### src/design/mra_pkg.sv
`timescale 1ns / 1ps

package mra_pkg;

	localparam int NUM_BUTTONS = 5;
	localparam int ACC_W       = 16;

	localparam logic signed [ACC_W-1:0] ACC_MAX = 16'sh7FFF;
	localparam logic signed [ACC_W-1:0] ACC_MIN = 16'sh8000;

	typedef enum logic [2:0] {
		KIND_BUTTON  = 3'd0,
		KIND_MOVE    = 3'd1,
		KIND_WHEEL   = 3'd2,
		KIND_CONSUME = 3'd3,
		KIND_RELEASE = 3'd4,
		KIND_CLEAR   = 3'd5
	} kind_t;

	typedef enum logic [2:0] {
		BTN_LEFT     = 3'd0,
		BTN_RIGHT    = 3'd1,
		BTN_MIDDLE   = 3'd2,
		BTN_FORWARD  = 3'd3,
		BTN_BACKWARD = 3'd4
	} button_t;

	typedef struct packed {
		logic add;
		logic take;
	} lane_ctl_t;

endpackage

### src/design/mra_evt_if.sv
`timescale 1ns / 1ps

interface mra_evt_if;
	logic               valid;
	logic               ready;
	logic [2:0]         kind;
	logic [2:0]         button_code;
	logic               pressed;
	logic signed [15:0] delta_x;
	logic signed [15:0] delta_y;
	logic signed [15:0] delta_wheel;
	logic signed [15:0] delta_pan;

	modport source (
		output valid, kind, button_code, pressed, delta_x, delta_y, delta_wheel, delta_pan,
		input  ready
	);

	modport sink (
		input  valid, kind, button_code, pressed, delta_x, delta_y, delta_wheel, delta_pan,
		output ready
	);
endinterface

### src/design/mra_rpt_if.sv
`timescale 1ns / 1ps

interface mra_rpt_if;
	logic               valid;
	logic               ready;
	logic               ok;
	logic [4:0]         button_mask;
	logic signed [15:0] pending_x;
	logic signed [15:0] pending_y;
	logic signed [15:0] pending_wheel;
	logic signed [15:0] pending_pan;

	modport source (
		output valid, ok, button_mask, pending_x, pending_y, pending_wheel, pending_pan,
		input  ready
	);

	modport sink (
		input  valid, ok, button_mask, pending_x, pending_y, pending_wheel, pending_pan,
		output ready
	);
endinterface

### src/design/mra_lane.sv
`timescale 1ns / 1ps

module mra_lane
	import mra_pkg::*;
(
	input  logic signed [ACC_W-1:0] acc,
	input  logic signed [ACC_W-1:0] delta,
	input  lane_ctl_t               ctl,
	output logic signed [ACC_W-1:0] acc_next,
	output logic                    ok
);

	logic signed [ACC_W:0] ext_acc;
	logic signed [ACC_W:0] ext_delta;
	logic signed [ACC_W:0] sum;
	logic signed [ACC_W:0] neg_acc;
	logic signed [ACC_W:0] neg_delta;
	logic        [ACC_W:0] mag_acc;
	logic        [ACC_W:0] mag_delta;
	logic                  take_fail;

	assign ext_acc   = {acc[ACC_W-1], acc};
	assign ext_delta = {delta[ACC_W-1], delta};
	assign sum       = ext_acc + ext_delta;
	assign neg_acc   = -ext_acc;
	assign neg_delta = -ext_delta;
	assign mag_acc   = acc[ACC_W-1] ? neg_acc : ext_acc;
	assign mag_delta = delta[ACC_W-1] ? neg_delta : ext_delta;

	// nonzero amount needs same-signed pending value of no smaller magnitude
	assign take_fail = (delta != '0) &&
		((acc == '0) || (acc[ACC_W-1] != delta[ACC_W-1]) || (mag_acc < mag_delta));

	always_comb begin
		acc_next = acc;
		ok       = 1'b1;
		if (ctl.add) begin
			if (sum > $signed({ACC_MAX[ACC_W-1], ACC_MAX})) begin
				acc_next = ACC_MAX;
			end else if (sum < $signed({ACC_MIN[ACC_W-1], ACC_MIN})) begin
				acc_next = ACC_MIN;
			end else begin
				acc_next = sum[ACC_W-1:0];
			end
		end else if (ctl.take) begin
			ok = !take_fail;
			if (!take_fail) begin
				acc_next = acc - delta;
			end
		end
	end

endmodule

### src/design/mouse_report_accumulator.sv
`timescale 1ns / 1ps

// Mouse report accumulator. Each event transaction on evt (button, move, wheel,
// consume, release all, clear) updates the pending report and yields exactly one
// report transaction on rpt holding ok and the button mask and x, y, wheel and pan
// accumulators after the event. An event is registered on acceptance and resolved,
// once the report register is free or being taken, against the held report by one
// pass of saturating add or conditional subtract per axis, then held in the report
// register and offered on rpt; one event is taken every cycle while rpt keeps up.
// Consume works through x, y, wheel, pan and stops at the first axis that fails,
// leaving earlier axes reduced.

module mouse_report_accumulator
	import mra_pkg::*;
(
	input  logic        clk,
	input  logic        arst_n,
	mra_evt_if.sink     evt,
	mra_rpt_if.source   rpt
);

	logic                   valid_s1;
	logic [2:0]             kind_s1;
	logic [2:0]             button_code_s1;
	logic                   pressed_s1;
	logic signed [ACC_W-1:0] delta_x_s1;
	logic signed [ACC_W-1:0] delta_y_s1;
	logic signed [ACC_W-1:0] delta_wheel_s1;
	logic signed [ACC_W-1:0] delta_pan_s1;

	logic [NUM_BUTTONS-1:0] buttons_q;
	logic signed [ACC_W-1:0] acc_x_q;
	logic signed [ACC_W-1:0] acc_y_q;
	logic signed [ACC_W-1:0] acc_wheel_q;
	logic signed [ACC_W-1:0] acc_pan_q;

	logic                   valid_s2;
	logic                   ok_s2;

	logic                   advance;

	lane_ctl_t              ctl_x;
	lane_ctl_t              ctl_y;
	lane_ctl_t              ctl_wheel;
	lane_ctl_t              ctl_pan;
	logic signed [ACC_W-1:0] x_next;
	logic signed [ACC_W-1:0] y_next;
	logic signed [ACC_W-1:0] wheel_next;
	logic signed [ACC_W-1:0] pan_next;
	logic                   ok_x;
	logic                   ok_y;
	logic                   ok_wheel;
	logic                   ok_pan;

	logic [NUM_BUTTONS-1:0] buttons_d;
	logic signed [ACC_W-1:0] acc_x_d;
	logic signed [ACC_W-1:0] acc_y_d;
	logic signed [ACC_W-1:0] acc_wheel_d;
	logic signed [ACC_W-1:0] acc_pan_d;
	logic                   ok_d;
	logic                   is_move;
	logic                   is_wheel;
	logic                   is_consume;

	assign advance   = valid_s1 && (!valid_s2 || rpt.ready);
	assign evt.ready = !valid_s1 || advance;

	always_ff @(posedge clk or negedge arst_n) begin
		if (!arst_n) begin
			valid_s1 <= 1'b0;
		end else if (evt.ready) begin
			valid_s1 <= evt.valid;
		end
	end

	always_ff @(posedge clk) begin
		if (evt.valid && evt.ready) begin
			kind_s1        <= evt.kind;
			button_code_s1 <= evt.button_code;
			pressed_s1     <= evt.pressed;
			delta_x_s1     <= evt.delta_x;
			delta_y_s1     <= evt.delta_y;
			delta_wheel_s1 <= evt.delta_wheel;
			delta_pan_s1   <= evt.delta_pan;
		end
	end

	assign is_move    = (kind_t'(kind_s1) == KIND_MOVE);
	assign is_wheel   = (kind_t'(kind_s1) == KIND_WHEEL);
	assign is_consume = (kind_t'(kind_s1) == KIND_CONSUME);

	// consume chain: each axis is tried only when the one before it passed
	assign ctl_x     = '{add: is_move,  take: is_consume};
	assign ctl_y     = '{add: is_move,  take: is_consume && ok_x};
	assign ctl_wheel = '{add: is_wheel, take: is_consume && ok_x && ok_y};
	assign ctl_pan   = '{add: is_wheel, take: is_consume && ok_x && ok_y && ok_wheel};

	mra_lane u_lane_x (
		.acc(acc_x_q), .delta(delta_x_s1), .ctl(ctl_x), .acc_next(x_next), .ok(ok_x)
	);
	mra_lane u_lane_y (
		.acc(acc_y_q), .delta(delta_y_s1), .ctl(ctl_y), .acc_next(y_next), .ok(ok_y)
	);
	mra_lane u_lane_wheel (
		.acc(acc_wheel_q), .delta(delta_wheel_s1), .ctl(ctl_wheel),
		.acc_next(wheel_next), .ok(ok_wheel)
	);
	mra_lane u_lane_pan (
		.acc(acc_pan_q), .delta(delta_pan_s1), .ctl(ctl_pan),
		.acc_next(pan_next), .ok(ok_pan)
	);

	always_comb begin
		buttons_d   = buttons_q;
		acc_x_d     = x_next;
		acc_y_d     = y_next;
		acc_wheel_d = wheel_next;
		acc_pan_d   = pan_next;
		ok_d        = 1'b0;
		case (kind_t'(kind_s1))
			KIND_BUTTON: begin
				if (button_code_s1 inside {[BTN_LEFT:BTN_BACKWARD]}) begin
					buttons_d[button_code_s1] = pressed_s1;
					ok_d = 1'b1;
				end
			end
			KIND_MOVE, KIND_WHEEL: begin
				ok_d = 1'b1;
			end
			KIND_CONSUME: begin
				ok_d = ok_x && ok_y && ok_wheel && ok_pan;
			end
			KIND_RELEASE: begin
				buttons_d = '0;
				ok_d      = 1'b1;
			end
			KIND_CLEAR: begin
				buttons_d   = '0;
				acc_x_d     = '0;
				acc_y_d     = '0;
				acc_wheel_d = '0;
				acc_pan_d   = '0;
				ok_d        = 1'b1;
			end
			default: begin
				ok_d = 1'b0;
			end
		endcase
	end

	always_ff @(posedge clk or negedge arst_n) begin
		if (!arst_n) begin
			buttons_q   <= '0;
			acc_x_q     <= '0;
			acc_y_q     <= '0;
			acc_wheel_q <= '0;
			acc_pan_q   <= '0;
		end else if (advance) begin
			buttons_q   <= buttons_d;
			acc_x_q     <= acc_x_d;
			acc_y_q     <= acc_y_d;
			acc_wheel_q <= acc_wheel_d;
			acc_pan_q   <= acc_pan_d;
		end
	end

	always_ff @(posedge clk or negedge arst_n) begin
		if (!arst_n) begin
			valid_s2 <= 1'b0;
		end else if (advance) begin
			valid_s2 <= 1'b1;
		end else if (rpt.ready) begin
			valid_s2 <= 1'b0;
		end
	end

	always_ff @(posedge clk) begin
		if (advance) begin
			ok_s2 <= ok_d;
		end
	end

	// report mirrors the state registers, which only move with a new report
	assign rpt.valid         = valid_s2;
	assign rpt.ok            = ok_s2;
	assign rpt.button_mask   = buttons_q;
	assign rpt.pending_x     = acc_x_q;
	assign rpt.pending_y     = acc_y_q;
	assign rpt.pending_wheel = acc_wheel_q;
	assign rpt.pending_pan   = acc_pan_q;

	a_state_holds_when_idle: assert property (@(posedge clk) disable iff (!arst_n)
		!advance |=> $stable(acc_x_q) && $stable(acc_pan_q) && $stable(buttons_q))
		else $error("report state changed without an event");

	a_clear_zeroes: assert property (@(posedge clk) disable iff (!arst_n)
		advance && (kind_s1 == KIND_CLEAR) |=>
			(buttons_q == '0) && (acc_x_q == '0) && (acc_y_q == '0) &&
			(acc_wheel_q == '0) && (acc_pan_q == '0) && ok_s2)
		else $error("clear did not zero the report");

	a_rejected_kind: assert property (@(posedge clk) disable iff (!arst_n)
		advance && (kind_s1 > KIND_CLEAR) |=>
			!ok_s2 && $stable(buttons_q) && $stable(acc_y_q) && $stable(acc_wheel_q))
		else $error("rejected event changed the report");

endmodule

### src/flat_wrapper.sv
// flat-port wrapper written by rule: the top's interface ports become plain ports
module mouse_report_accumulator_flat import mra_pkg::*;
  (clk, arst_n, evt_valid, evt_kind, evt_button_code, evt_pressed, evt_delta_x, evt_delta_y, evt_delta_wheel, evt_delta_pan, evt_ready, rpt_valid, rpt_ok, rpt_button_mask, rpt_pending_x, rpt_pending_y, rpt_pending_wheel, rpt_pending_pan, rpt_ready);
  mra_evt_if evt_i ();
  mra_rpt_if rpt_i ();
  input  logic clk;
  input  logic arst_n;
  input wire logic [$bits(evt_i.valid)-1:0] evt_valid;
  input wire logic [$bits(evt_i.kind)-1:0] evt_kind;
  input wire logic [$bits(evt_i.button_code)-1:0] evt_button_code;
  input wire logic [$bits(evt_i.pressed)-1:0] evt_pressed;
  input wire logic [$bits(evt_i.delta_x)-1:0] evt_delta_x;
  input wire logic [$bits(evt_i.delta_y)-1:0] evt_delta_y;
  input wire logic [$bits(evt_i.delta_wheel)-1:0] evt_delta_wheel;
  input wire logic [$bits(evt_i.delta_pan)-1:0] evt_delta_pan;
  output wire logic [$bits(evt_i.ready)-1:0] evt_ready;
  output wire logic [$bits(rpt_i.valid)-1:0] rpt_valid;
  output wire logic [$bits(rpt_i.ok)-1:0] rpt_ok;
  output wire logic [$bits(rpt_i.button_mask)-1:0] rpt_button_mask;
  output wire logic [$bits(rpt_i.pending_x)-1:0] rpt_pending_x;
  output wire logic [$bits(rpt_i.pending_y)-1:0] rpt_pending_y;
  output wire logic [$bits(rpt_i.pending_wheel)-1:0] rpt_pending_wheel;
  output wire logic [$bits(rpt_i.pending_pan)-1:0] rpt_pending_pan;
  input wire logic [$bits(rpt_i.ready)-1:0] rpt_ready;
  assign evt_i.valid = evt_valid;
  assign evt_i.kind = evt_kind;
  assign evt_i.button_code = evt_button_code;
  assign evt_i.pressed = evt_pressed;
  assign evt_i.delta_x = evt_delta_x;
  assign evt_i.delta_y = evt_delta_y;
  assign evt_i.delta_wheel = evt_delta_wheel;
  assign evt_i.delta_pan = evt_delta_pan;
  assign evt_ready = evt_i.ready;
  assign rpt_valid = rpt_i.valid;
  assign rpt_ok = rpt_i.ok;
  assign rpt_button_mask = rpt_i.button_mask;
  assign rpt_pending_x = rpt_i.pending_x;
  assign rpt_pending_y = rpt_i.pending_y;
  assign rpt_pending_wheel = rpt_i.pending_wheel;
  assign rpt_pending_pan = rpt_i.pending_pan;
  assign rpt_i.ready = rpt_ready;
  mouse_report_accumulator u_core (.clk(clk), .arst_n(arst_n), .evt(evt_i), .rpt(rpt_i));
endmodule
### config.mk
export PLATFORM = sky130hd
export DESIGN_NAME = mouse_report_accumulator_flat
export DESIGN_NICKNAME = d
export VERILOG_FILES = /design/src/design/mra_pkg.sv /design/src/design/mra_evt_if.sv /design/src/design/mra_rpt_if.sv /design/src/design/mra_lane.sv /design/src/design/mouse_report_accumulator.sv /design/src/flat_wrapper.sv
export SDC_FILE = /design/constraint.sdc
export NUM_CORES = 1
export LEC_CHECK = 0
export ABC_AREA = 1
export BUFFER_PORTS_ARGS = -buffer_cell sky130_fd_sc_hd__buf_2
export CAP_MARGIN = 20
export CORE_UTILIZATION = 40
export DETAILED_ROUTE_END_ITERATION = 6
export PLACE_DENSITY = 0.55
export SLEW_MARGIN = 20
export SYNTH_ARGS = -nofsm -noshare
export SYNTH_HDL_FRONTEND = slang
export SYNTH_SLANG_ARGS = --single-unit
### constraint.sdc
create_clock -name clk -period 7 [get_ports clk]
set_clock_uncertainty 0.2 [all_clocks]
set_input_delay 0.7 -clock clk [delete_from_list [all_inputs] [get_ports clk]]
set_output_delay 0.7 -clock clk [all_outputs]
set_load 0.02 [all_outputs]
### Yosys cells after proc, flatten, opt, wreduce, memory -nomap -nowiden

Cells that the tools add are included.

* register bits: 143
* output and inout bits: 72
* bits of input ports: 75
* logic and storage cells: 162

* reductions and logical operators: 52
* eq/ne operators: 14
* $lt $le $gt $ge: 16
* $add $sub $neg: 16
* muxes and demuxes: 49

Operator list (number)
* 16-bit two-way mux: 24
* 17-bit two-way mux: 8
* 16-bit negator with 17-bit output: 8
* 16-bit by 16-bit adder with 17-bit output: 4
* 17-bit by 16-bit > comparator with 1-bit output (second input constant): 4
* 17-bit by 16-bit less-than comparator with 1-bit output (second input constant): 4
* 17-bit less-than comparator: 4
* 16-bit zero test: 4
* 16-bit nonzero test: 4
* 16-bit subtractor: 4
* 3-bit AND reduction: 5
* 1-bit logical AND: 14
* 1-bit two-way mux: 12
* 3-bit by 1-bit inequality test with 1-bit output (second input constant): 4
* 3-bit nonzero test: 4
* 1-bit logical OR: 10
* 5-bit case mux with 2 select lines: 1
* 3-bit by 2-bit == test with 1-bit output (second input constant): 2
* 3-bit == test (second input constant): 2
* 3-bit by 1-bit >= comparator with 1-bit output (second input constant): 2
* 1-bit zero test: 6
* 5-bit bitwise mux: 1
* 5-bit two-way mux: 1
* 3-bit by 4-bit less-than comparator with 1-bit output (second input constant): 1
* other kinds (10): 14

### Longest topological paths before layout

* depth after elaboration: 19
* depth in mapped cells: 28
* depth with buffers taken out: 28

### Cells and area by module

A second synthesis with hierarchy kept.

* cell total of the unflattened synthesis: 2953
* area total of the unflattened synthesis: 19108.3 µm²

By module, submodules not included
* mra_lane (u_core.u_lane_pan ...): instances 3, area each 3430.8 µm², sequential area each 0.0 µm², cells an instance 616
* mouse_report_accumulator: instances 1, area each 5237.5 µm², sequential area each 3938.8 µm², cells an instance 437
* mra_lane (u_core.u_lane_wheel): instances 1, area each 3578.4 µm², sequential area each 0.0 µm², cells an instance 668

### Worst setup path after synthesis

Ideal clock, no wire load.

* path kind: register to register
* start point: register u_core.acc_y_q[1], in the netlist u_core.rpt.pending_y[1]
* end point: register u_core.acc_pan_q[15], in the netlist u_core.rpt.pending_pan[15]
* clock period less this slack: 3.433 ns
* required time: 6.735 ns
* data arrival time: 3.168 ns
* path slack: 3.567 ns
* buffers on the path: 1
* library setup time: 0.065 ns
* cell stages (with the launch flop): 24
* cell sequence: dfrtp_1 -> inv_1 -> ha_1 -> nand3_1 -> nor2_1 -> nand2_1 -> o31ai_1 -> nand2_1 -> xor2_1 -> ha_1 -> nand2_1 -> nor2_1 -> and2_1 -> nand3b_1 -> nand3_1 -> nand2_1 -> nand2_1 -> nand3_1 -> nand2_1 -> nand3_1 -> nor2_4 -> buf_6 -> nand2_1 -> nand2_1

* longest elaborated chain between the ends: 14
* elaborated cells between the ends (all ways): 16
* classes of those cells: 1 x add/sub; 1 x order compare; 5 x mux; 9 x reduce/logical

RTL lines
* start, declared: line mouse_report_accumulator.sv:33 `logic signed [ACC_W-1:0] acc_y_q;`
* start signal, assigned: line mouse_report_accumulator.sv:161 `acc_y_q <= acc_y_d;`
* 16-bit negator with 17-bit output: line mra_lane.sv:25 `assign neg_acc = -ext_acc;`
* 17-bit two-way mux: line mra_lane.sv:27 `assign mag_acc = acc[ACC_W-1] ? neg_acc : ext_acc;`
* 17-bit less-than comparator: line mra_lane.sv:32 `((acc == '0) || (acc[ACC_W-1] != delta[ACC_W-1]) || (mag_acc < mag_delta));`
* 1-bit logical OR (*): line mra_lane.sv:32
* 1-bit logical AND (*): line mra_lane.sv:31 `assign take_fail = (delta != '0) &&`
* 1-bit zero test (*)
* 1-bit two-way mux (*): line mra_lane.sv:45 `end else if (ctl.take) begin`
* 1-bit two-way mux (*): line mra_lane.sv:37 `if (ctl.add) begin`
* 1-bit logical AND (*): line mouse_report_accumulator.sv:95, mouse_report_accumulator.sv:96
* 1-bit two-way mux: line mra_lane.sv:45
* 1-bit two-way mux: line mra_lane.sv:37
* 1-bit logical AND (*): line mouse_report_accumulator.sv:96 `assign ctl_pan = '{add: is_wheel, take: is_consume && ok_x && ok_y && ok_wheel};`
* 3-bit nonzero test (no source line) (*)
* 3-bit AND reduction (no source line) (*)
* end signal, assigned: line mouse_report_accumulator.sv:163 `acc_pan_q <= acc_pan_d;`
* end, declared: line mouse_report_accumulator.sv:35 `logic signed [ACC_W-1:0] acc_pan_q;`

Mark *: on every way between the ends. The rest lies on a longest branch, timed or not.
A chain may end at the register's enable or synchronous reset.

### Worst setup path in the final report

* start point: register u_core.delta_x_s1[1]
* end point: register u_core.acc_x_q[7], in the netlist u_core.rpt.pending_x[7]

* longest elaborated chain between the ends: 7
* elaborated cells between the ends (all ways): 18
* classes of those cells: 3 x add/sub; 3 x order compare; 1 x eq/ne; 7 x mux; 4 x reduce/logical

RTL lines
* start, declared: line mouse_report_accumulator.sv:26 `logic signed [ACC_W-1:0] delta_x_s1;`
* start signal, assigned: line mouse_report_accumulator.sv:81 `delta_x_s1 <= evt.delta_x;`
* 16-bit negator with 17-bit output: line mra_lane.sv:26 `assign neg_delta = -ext_delta;`
* 17-bit two-way mux: line mra_lane.sv:28 `assign mag_delta = delta[ACC_W-1] ? neg_delta : ext_delta;`
* 17-bit less-than comparator: line mra_lane.sv:32
* 1-bit logical OR: line mra_lane.sv:32
* 1-bit logical AND: line mra_lane.sv:31
* 3-bit by 1-bit inequality test with 1-bit output (no source line)
* 3-bit AND reduction (no source line)
* end signal, assigned: line mouse_report_accumulator.sv:154 `acc_x_q <= '0;`
* end signal, assigned: line mouse_report_accumulator.sv:160 `acc_x_q <= acc_x_d;`
* end, declared: line mouse_report_accumulator.sv:32 `logic signed [ACC_W-1:0] acc_x_q;`

Parallel ways exist; a longest one is shown, timed or not. The select of a mux whose other input is x is not followed.

==> flow_summary.json <==
{
  "cts_tree": "built",
  "ant_nets": 0,
  "fmax_ghz": 0.211,
  "postSynthAreaPerCell_um2": 6.68,
  "ys.warnings.count": 0,
  "max-cap-violations": 0,
  "maxSlewViolCount": 0,
  "pwr-share-seq_pct": 18.9,
  "post-route-util_pct": 44.8,
  "hold_class": "in -> reg",
  "ys_types": 51,
  "io-pin-count": 147,
  "vias_per_cell": 5.32,
  "start_kind": "flip-flop",
  "seq_area_mm2": 0.00394,
  "clk_latency_ns": 0.50,
  "p_sw_mw": 4.63,
  "tightest_slew_ns": 1.04,
  "grt_antenna_before_repair": 0,
  "slew_headroom_pct": 30.2,
  "h-tree-depth": 4,
  "hpwl_mm": 43.0,
  "grt_pass1_wl_mm": 87.9,
  "layout-drive-gt1-share_pct": 10.1,
  "start_util_pct": 40.7,
  "cts_sinks": 143,
  "yosysTopAreaCell": "nand2_1",
  "cts_resized": 0,
  "placementRows": 75,
  "clockBufferDepth": 2,
  "drc": 0,
  "worstPathMaxFanout": 15,
  "netlist_area_mm2": 0.0171,
  "rsz0062_at_grt": "false",
  "min_period_ns": 4.75,
  "cts-root-buf": "clkbuf_16",
  "synth_ff_type": "edfxtp_1",
  "ys_async_sr_fraction_pct": 49.7,
  "cp.required_ns": 7.24,
  "ir_worst_vdd_mv": 0.225,
  "vias": 17200,
  "p_clk_share_pct": 12.4,
  "fp.dieW_um": 209,
  "fin_area_mm2": 0.0189,
  "drt-total-wl_mm": 55.3,
  "multi_input_area_mm2": 0.0115,
  "finalSetupTns_ns": 0,
  "grt-ovfl-total": 0,
  "setup_viol": 0,
  "grt_pass1_vias": 16600,
  "synth-edff-count": 72,
  "die_h_um": 209,
  "endpoint_kind": "flip-flop",
  "gp_routability_congestion": 0.977,
  "post-cts-setup-buffers": 0,
  "num-nets-final": 2961,
  "hold_viol_final": 0,
  "cts_hold_buf": 1,
  "place_inst": 3201,
  "stdcell_count": 3234,
  "ys_seq_area_share_pct": 23.0,
  "worstPathArrival_ns": 4.98,
  "fin_crit_sh_pct": 67.8,
  "grt_max_degree": 52,
  "synthCells": 2567,
  "core_mm2": 0.0421,
  "path_class": "reg -> reg",
  "syn_to_final_growth_pct": 10.1,
  "floorplan.die_area_mm2": 0.0437,
  "yosysMostFrequentCell": "nand2_1",
  "status": "completed",
  "synth_seq_cells": 143,
  "antenna_cells": 0,
  "p_per_area_mw_per_mm2": 439,
  "swShare_pct": 55.9,
  "place_area_mm2": 0.0183,
  "p_comb_share_pct": 68.8,
  "synth_area_leaders": "nand2_1, ha_1, edfxtp_1, dfrtp_1, xor2_1",
  "grtUsageTotal_pct": 25.6,
  "synth_top_cell_area_share_pct": 15.2,
  "clkTransAtPathRegs_ns": 0.07,
  "synthTopCellsByCount": "nand2_1, inv_1, nor2_1",
  "io_buffers": 146,
  "wl_per_cell_um": 17.1,
  "p_leak_nw": 10.1,
  "p_int_mw": 3.66,
  "drt_iter0_drc": 1320,
  "numCtsBuffers": 17,
  "fill_cells": 4428,
  "firstDrtPassIters": 6
}
## cell usage in the layout, fill, tap and decap left out, drive strengths merged, types with 5 or more instances in the layout
cell    count
ha        196
nor2      247
edfxtp     72
nand3     173
nor4       14
o21ai     148
nor3       51
nand2     715
nand3b      5
inv       343
buf       153
and2        8
fa          8
clkinv     13
clkbuf     19
a21oi     176
nand4      36
xnor2      16
o31ai       8
a21o       10
a31oi      12
dfrtp      71
conb        8
or2        10
xor2      146
o21bai     13
## final timing paths
check                           slack, ns  cells past startpoint                       from                        end
worst max-delay path                 2.25                     23       u_core.delta_x_s1[1]    u_core.rpt.pending_x[7]
worst min-delay path                 0.17                      1          evt_delta_pan[11]    u_core.delta_pan_s1[11]
worst max register to register       2.25                     23       u_core.delta_x_s1[1]    u_core.rpt.pending_x[7]
worst min register to register       0.30                      2  u_core.rpt.button_mask[3]  u_core.rpt.button_mask[3]
max in group asynchronous            5.05                      3                     arst_n    u_core.rpt.pending_x[4]
min in group asynchronous            0.47                      2                     arst_n   u_core.rpt.pending_y[13]
## state kept, by name (all words and copies together), names as in the netlist
signal                    count
u_core.rpt.valid              1
u_core.rpt.pending_x         16
u_core.pressed_s1             1
u_core.rpt.ok                 1
u_core.rpt.pending_pan       16
u_core.kind_s1                3
u_core.delta_wheel_s1        16
u_core.rpt.button_mask        5
u_core.button_code_s1         3
u_core.rpt.pending_wheel     16
u_core.delta_y_s1            16
u_core.valid_s1               1
u_core.delta_pan_s1          16
u_core.delta_x_s1            16
u_core.rpt.pending_y         16
## layout make-up
cell class	instances	area share [%]
Multi-Input combinational cell	2018	61.2
Sequential cell	143	20.9
Inverter	348	6.93
Timing Repair Buffer	154	4.22
Tap cell	539	3.57
Clock buffer	19	2.29
Clock inverter	13	0.909
## power groups by stage
stage	Clock, mW	Sequential [mW]	Combinational (mW)
finish	1.02	1.56	5.70
CTS	1.05	1.56	5.65
floorplan	0	1.62	4.10
detailed placement	0	1.57	5.61
global placement	0	1.57	5.57
global route	1.07	1.61	6.42
## per-layer routing
layer | routed length, µm | GRT usage (%) | vias up
met2 | 25000 | 41.5 | 550
met4 | 1180 | 8.42 | 0
li1 | - | - | 8563
met1 | 26000 | 34.6 | 8008
met5 | 0 | 0 | -
met3 | 3100 | 4.07 | 70
## cell families (layout without fill, tap and decap cells)
logic type | Yosys count | in the layout | share of synthesized area [%]
AND/OR/NAND/NOR | 1264 | 1264 | 31.2
XOR/XNOR | 162 | 162 | 8.28
buffers and inverters | 412 | 534 | 9.88
multiplexers | 1 | 1 | 0.0657
adder cells (fa/ha/maj) | 204 | 204 | 15.2
other | 2 | 8 | 0.0438
flip-flops | 143 | 143 | 23.0
AO/OA/AOI/OAI | 379 | 379 | 12.3
## worst max-delay path, cell delays in order (launching register included)
cell and delay (ns):
edfxtp_1 0.50, nor3_1 0.35, nand2_1 0.14, inv_1 0.10, nand4_1 0.15, nor4_1 0.37
nor2_1 0.10, xor2_1 0.14, inv_1 0.06, ha_1 0.27, nand2_1 0.05, nor2_1 0.13
nand2_1 0.10, nor2_1 0.11, nor2_1 0.05, nand2_1 0.06, nand2_1 0.13, nand2_1 0.12
nand2_1 0.05, nand2_1 0.07, nand2_2 0.22, nor2_1 0.87, nand3_1 0.21, nand2_1 0.11
## per-stage QoR
stage               setup slack (ns)  power [mW]  hold WS [ns]
finish                          2.25        8.29         0.172
CTS                             2.12        8.26         0.141
detailed placement              2.15        7.18         0.279
floorplan                       3.57        5.72         0.204
global route                    1.83        9.11         0.151
global placement                2.29        7.14         0.253
Power figures use the tool's default switching activity.
